**src/nmqt_ram.sv**
```systemverilog
// nmqt_ram: generic simple dual-port ram, one write and one registered read port
// no dependencies

module nmqt_ram #(
   parameter int WIDTH = 8,
   parameter int DEPTH = 16,
   localparam int AW   = (DEPTH > 1) ? $clog2(DEPTH) : 1
) (
   input  logic             clock,
   input  logic             wr_en,
   input  logic [AW-1:0]    wr_addr,
   input  logic [WIDTH-1:0] wr_data,
   input  logic             rd_en,
   input  logic [AW-1:0]    rd_addr,
   output logic [WIDTH-1:0] rd_data
);

   logic [WIDTH-1:0] mem_ff [DEPTH];
   logic [WIDTH-1:0] rd_data_ff;

   // write port and registered read port
   always_ff @(posedge clock) begin
      if (wr_en) begin
         mem_ff[wr_addr] <= wr_data;
      end
      if (rd_en) begin
         rd_data_ff <= mem_ff[rd_addr];
      end
   end

   assign rd_data = rd_data_ff;

endmodule

```
**config.mk**
```make
export PLATFORM = sky130hd
export DESIGN_NAME = nmqt_ram
export DESIGN_NICKNAME = d
export VERILOG_FILES = /design/src/nmqt_ram.sv
export SDC_FILE = /design/constraint.sdc
export NUM_CORES = 1
export LEC_CHECK = 0
export BUFFER_PORTS_ARGS = -buffer_cell sky130_fd_sc_hd__buf_2
export CORE_MARGIN = 5
export CORE_UTILIZATION = 30
export DETAILED_ROUTE_END_ITERATION = 10
export PLACE_DENSITY = 0.51
export SLEW_MARGIN = 20
export SYNTH_ARGS = -nofsm -noshare
export SYNTH_HDL_FRONTEND = slang
export SYNTH_SLANG_ARGS = --single-unit
```
**constraint.sdc**
```tcl
create_clock -name clock -period 3.1 [get_ports clock]
set_input_delay 0.31 -clock clock [delete_from_list [all_inputs] [get_ports clock]]
set_output_delay 0.31 -clock clock [all_outputs]
set_load 0.01 [all_outputs]
```
==> run summary <==
The flow ran to the end, and the final reports show no timing, DRC or antenna violations. Final standard cell count with taps included and fillers excluded: 517. Setup repair after global routing left no endpoint under its margin. The routed layout has 2,405 vias. edfxtp_1 takes more of the synthesized area than any other cell.

The core utilization of the finished layout is 36.3%, and the number of rows created at floorplan is 48. OpenSTA, run right after detailed placement, puts the worst setup slack at 0.950 ns. The transition time at the pin with the least slew margin was 0.865 ns.

Count of buffers inserted at the top-level ports: 26. The area growth from synthesis to layout is 19.3%. The tree is rooted in a clkbuf_16. The core footprint was 0.0172 mm^2. The antenna violation net count after detailed routing was 0; the number of post-CTS setup repair buffers was 0. STA classifies the critical path startpoint as an input pin. Across the run, the number of max-cap violations was 0. The routability congestion estimate from global placement is 0.712, and the total negative slack is 0 ns.

Cells with a size suffix above 1 make up 30.5% of the layout. The total nets after synthesis is 248, and the overall overflow remaining after global route is 0. The number of gates resized after cts came out at 0. After detailed routing, the number of remaining DRC violations is 0. The H-tree was split into 4 levels. Counting the buffers created by CTS gives 17. The proportion of synthesized area in mux cells was 14.8%. The synthesized netlist devotes 0% of its cell area to adder and majority cells.

The worst hold path belongs to the class input pin to flip-flop. The maximum fanout count along the critical path is 17, and the final design area excluding fillers is 0.00624 mm^2. The floorplan step set the die width to 142 um. The post-synthesis area per instance was 22.8 um^2. In the post-synthesis netlist, the cell with the most instances is edfxtp_1. DRC marker count from the first detailed-route iteration: 192.

The synthesized design devotes to its leading area cell type 78.1% of total area. The sequential fraction of the synthesis area is 78.1%. After detailed routing, the average wire length per cell comes to 20.6 um.

The logs give 0 for the antenna diode count and 0.42 ns for the clock latency reported for the late side of the worst-skew pair. Summing the areas of all compound-gate instances in the mapped netlist gives 2.30% of the synthesized area. For the number of antenna violations at the first check in global routing, the log shows 0.

IR analysis of the VDD net gives a maximum drop of 0.000372 V. The logs give 22 for the maximum number of pins on one net before global-route repair and 4 for the number of iterations in the first detailed-routing pass. Shortest period the worst path allows: 1.72 ns. The final cycle utilization of the critical path was 55.3%; the maximum clock skew at final layout was 0.0211 ns. Sorting the synthesized cells by area gives the leading types as edfxtp_1 78%, mux4_2 7.8%, mux4_1 7.0%. The number of buffers inserted by hold repair at cts is 0, and the number of setup violations in the final report is 0. In this run the static leakage power is 2.06 nW. The longest clock path from root to sink contains 2 buffers. The flip-flop and latch count after synthesis was 136. The tools report the total global-route track usage as 11.4%. The tools report the post-synthesis instance total as 229. For this run, the number of Yosys warnings is 0.

Number of filler instances in the final layout: 1,619. The xor/xnor cell area share of the yosys netlist works out to 0%. STA puts the critical path data required time at 3.26 ns. The floorplan die height came out at 142 um.

Synthesis instantiated 18 different standard cells from the library. The largest family of logic cells by synthesized area was multiplexers. The logs give 42.1% for the worst slew margin relative to its limit and 0 for the final-report max-slew violation count. The critical setup path kind was input pin to flip-flop. The count of nets after finishing is 298.

Once placement completed, the tool counted placed cells totaling 485. The power density of the placed cells works out to 667 mW/mm^2. Timing would allow up to 0.583 GHz. The floorplan step defined a die boundary enclosing 0.0202 mm^2. The initial standard-cell utilization of the core was 30.4%; the I/O pin count was 27.

The synthesized netlist devotes 3.14% of its cell area to simple gates. The tools report the critical path capture point type as a flip-flop. The mapped netlist covers 0.00523 mm^2. Yosys mapped a number of flops with a built-in enable equal to 136. Clock-pin slew of the registers on the worst-case setup and hold paths: 0.06 ns. The half-perimeter wire length after detailed placement came out at 6.97 mm. At the worst endpoint, the arrival time is 1.87 ns. For this run, the leading register cell type out of synthesis is edfxtp_1. The via count of the first global-routing pass is 2,583.

The tools report the number of endpoints with negative hold slack in the final report as 0. Sorting the synthesized cells by how often they occur yields 136 x edfxtp_1, 18 x mux4_2, 16 x a22oi_1, 14 x mux4_1, 13 x nor2_1. TritonCTS sink count: 136.

The first global-routing pass estimated 16.4 mm of wire. Across all setup checks in the final design, the least slack found is 1.38 ns. Counting flops with an async set or reset pin after synthesis yields a share of 0%.

TritonCTS built the clock tree. The total detailed-routing wirelength was 10.6 mm; the vias per cell was 4.65. The run gives 0.00568 mm^2 as the cell area reported after detailed placement.
==> power breakdown <==
group	total, mW	internal (mW)	switching, mW
clock	1.89	1.17	0.722
sequential	2.08	2.07	0.0100
combinational	0.192	0.0789	0.113
total	4.16	3.32	0.845
==> worst paths after layout <==
path / cells after the start / endpoint / slack [ns] / start
worst max-delay path: 5 / rd_data[1] / 1.38 / rd_addr[0]
worst min-delay path: 1 / rd_data[0] / 0.26 / rd_en
worst max register to register: 3 / rd_data[1] / 1.57 / mem_ff[4][1]
worst min register to register: 3 / rd_data[3] / 0.75 / mem_ff[14][3]
==> cells in the final DEF, fill, tap and decap left out <==
| cell | netlist | final |
|---|---|---|
| and2_1 | 1 | 1 |
| buf_12 | 0 | 1 |
| buf_2 | 3 | 26 |
| nor2_1 | 13 | 13 |
| edfxtp_1 | 136 | 136 |
| inv_6 | 0 | 1 |
| nor2b_1 | 1 | 1 |
| mux4_2 | 18 | 18 |
| or3b_2 | 1 | 1 |
| mux4_1 | 14 | 14 |
| and2b_1 | 1 | 1 |
| bufinv_16 | 0 | 2 |
| clkinv_1 | 0 | 3 |
| clkinvlp_4 | 0 | 4 |
| clkbuf_16 | 0 | 17 |
| buf_4 | 1 | 14 |
| a22oi_1 | 16 | 16 |
| nor3_1 | 4 | 4 |
| nand2_1 | 9 | 9 |
| nand3_1 | 1 | 1 |
| nand3b_1 | 2 | 2 |
| clkinv_2 | 0 | 5 |
| nand2b_1 | 2 | 2 |
==> metrics by stage <==
| step | hold slack [ns] | power (mW) |
|---|---|---|
| after floorplan | 0.409 | 2.23 |
| after CTS | 0.257 | 4.21 |
| after detailed placement | 0.701 | 2.32 |
| after global placement | 0.698 | 2.31 |
| final | 0.260 | 4.16 |
| after global routing | 0.260 | 4.33 |
==> metal layers <==
| layer | global-route usage (%) | part of all wire (%) | vias up |
|---|---|---|---|
| met2 | 16.5 | 46 | 65 |
| met4 | 3.64 | 0.68 | 0 |
| met5 | 0 | 0 | - |
| met3 | 4.13 | 6.0 | 7 |
| met1 | 16.1 | 47 | 1250 |
| li1 | - | - | 1083 |
==> kinds of logic (layout without fill, tap and decap cells) <==
family | count (synthesis) | in the layout
flops | 136 | 136
mux | 32 | 32
buf+inv | 10 | 73
compound gates | 16 | 16
simple gates | 35 | 35
==> registers in the layout (all words and copies together) (netlist names) <==
signal / flops
mem_ff: 128
rd_data: 8
==> worst max-delay path: stages <==
cell     delay [ns]
buf_2          0.32
buf_12         0.24
mux4_1         0.63
a22oi_1        0.27
nand2_1        0.09
==> layout make-up <==
| type | count | area, um^2 | share of cell area (%) |
|---|---|---|---|
| Sequential cell | 136 | 4080 | 65.5 |
| Multi-Input combinational cell | 83 | 1060 | 16.9 |
| Clock buffer | 17 | 425 | 6.82 |
| Tap cell | 225 | 282 | 4.51 |
| Timing Repair Buffer | 41 | 255 | 4.09 |
| Clock inverter | 15 | 135 | 2.17 |
Power figures use the tool's default switching activity.
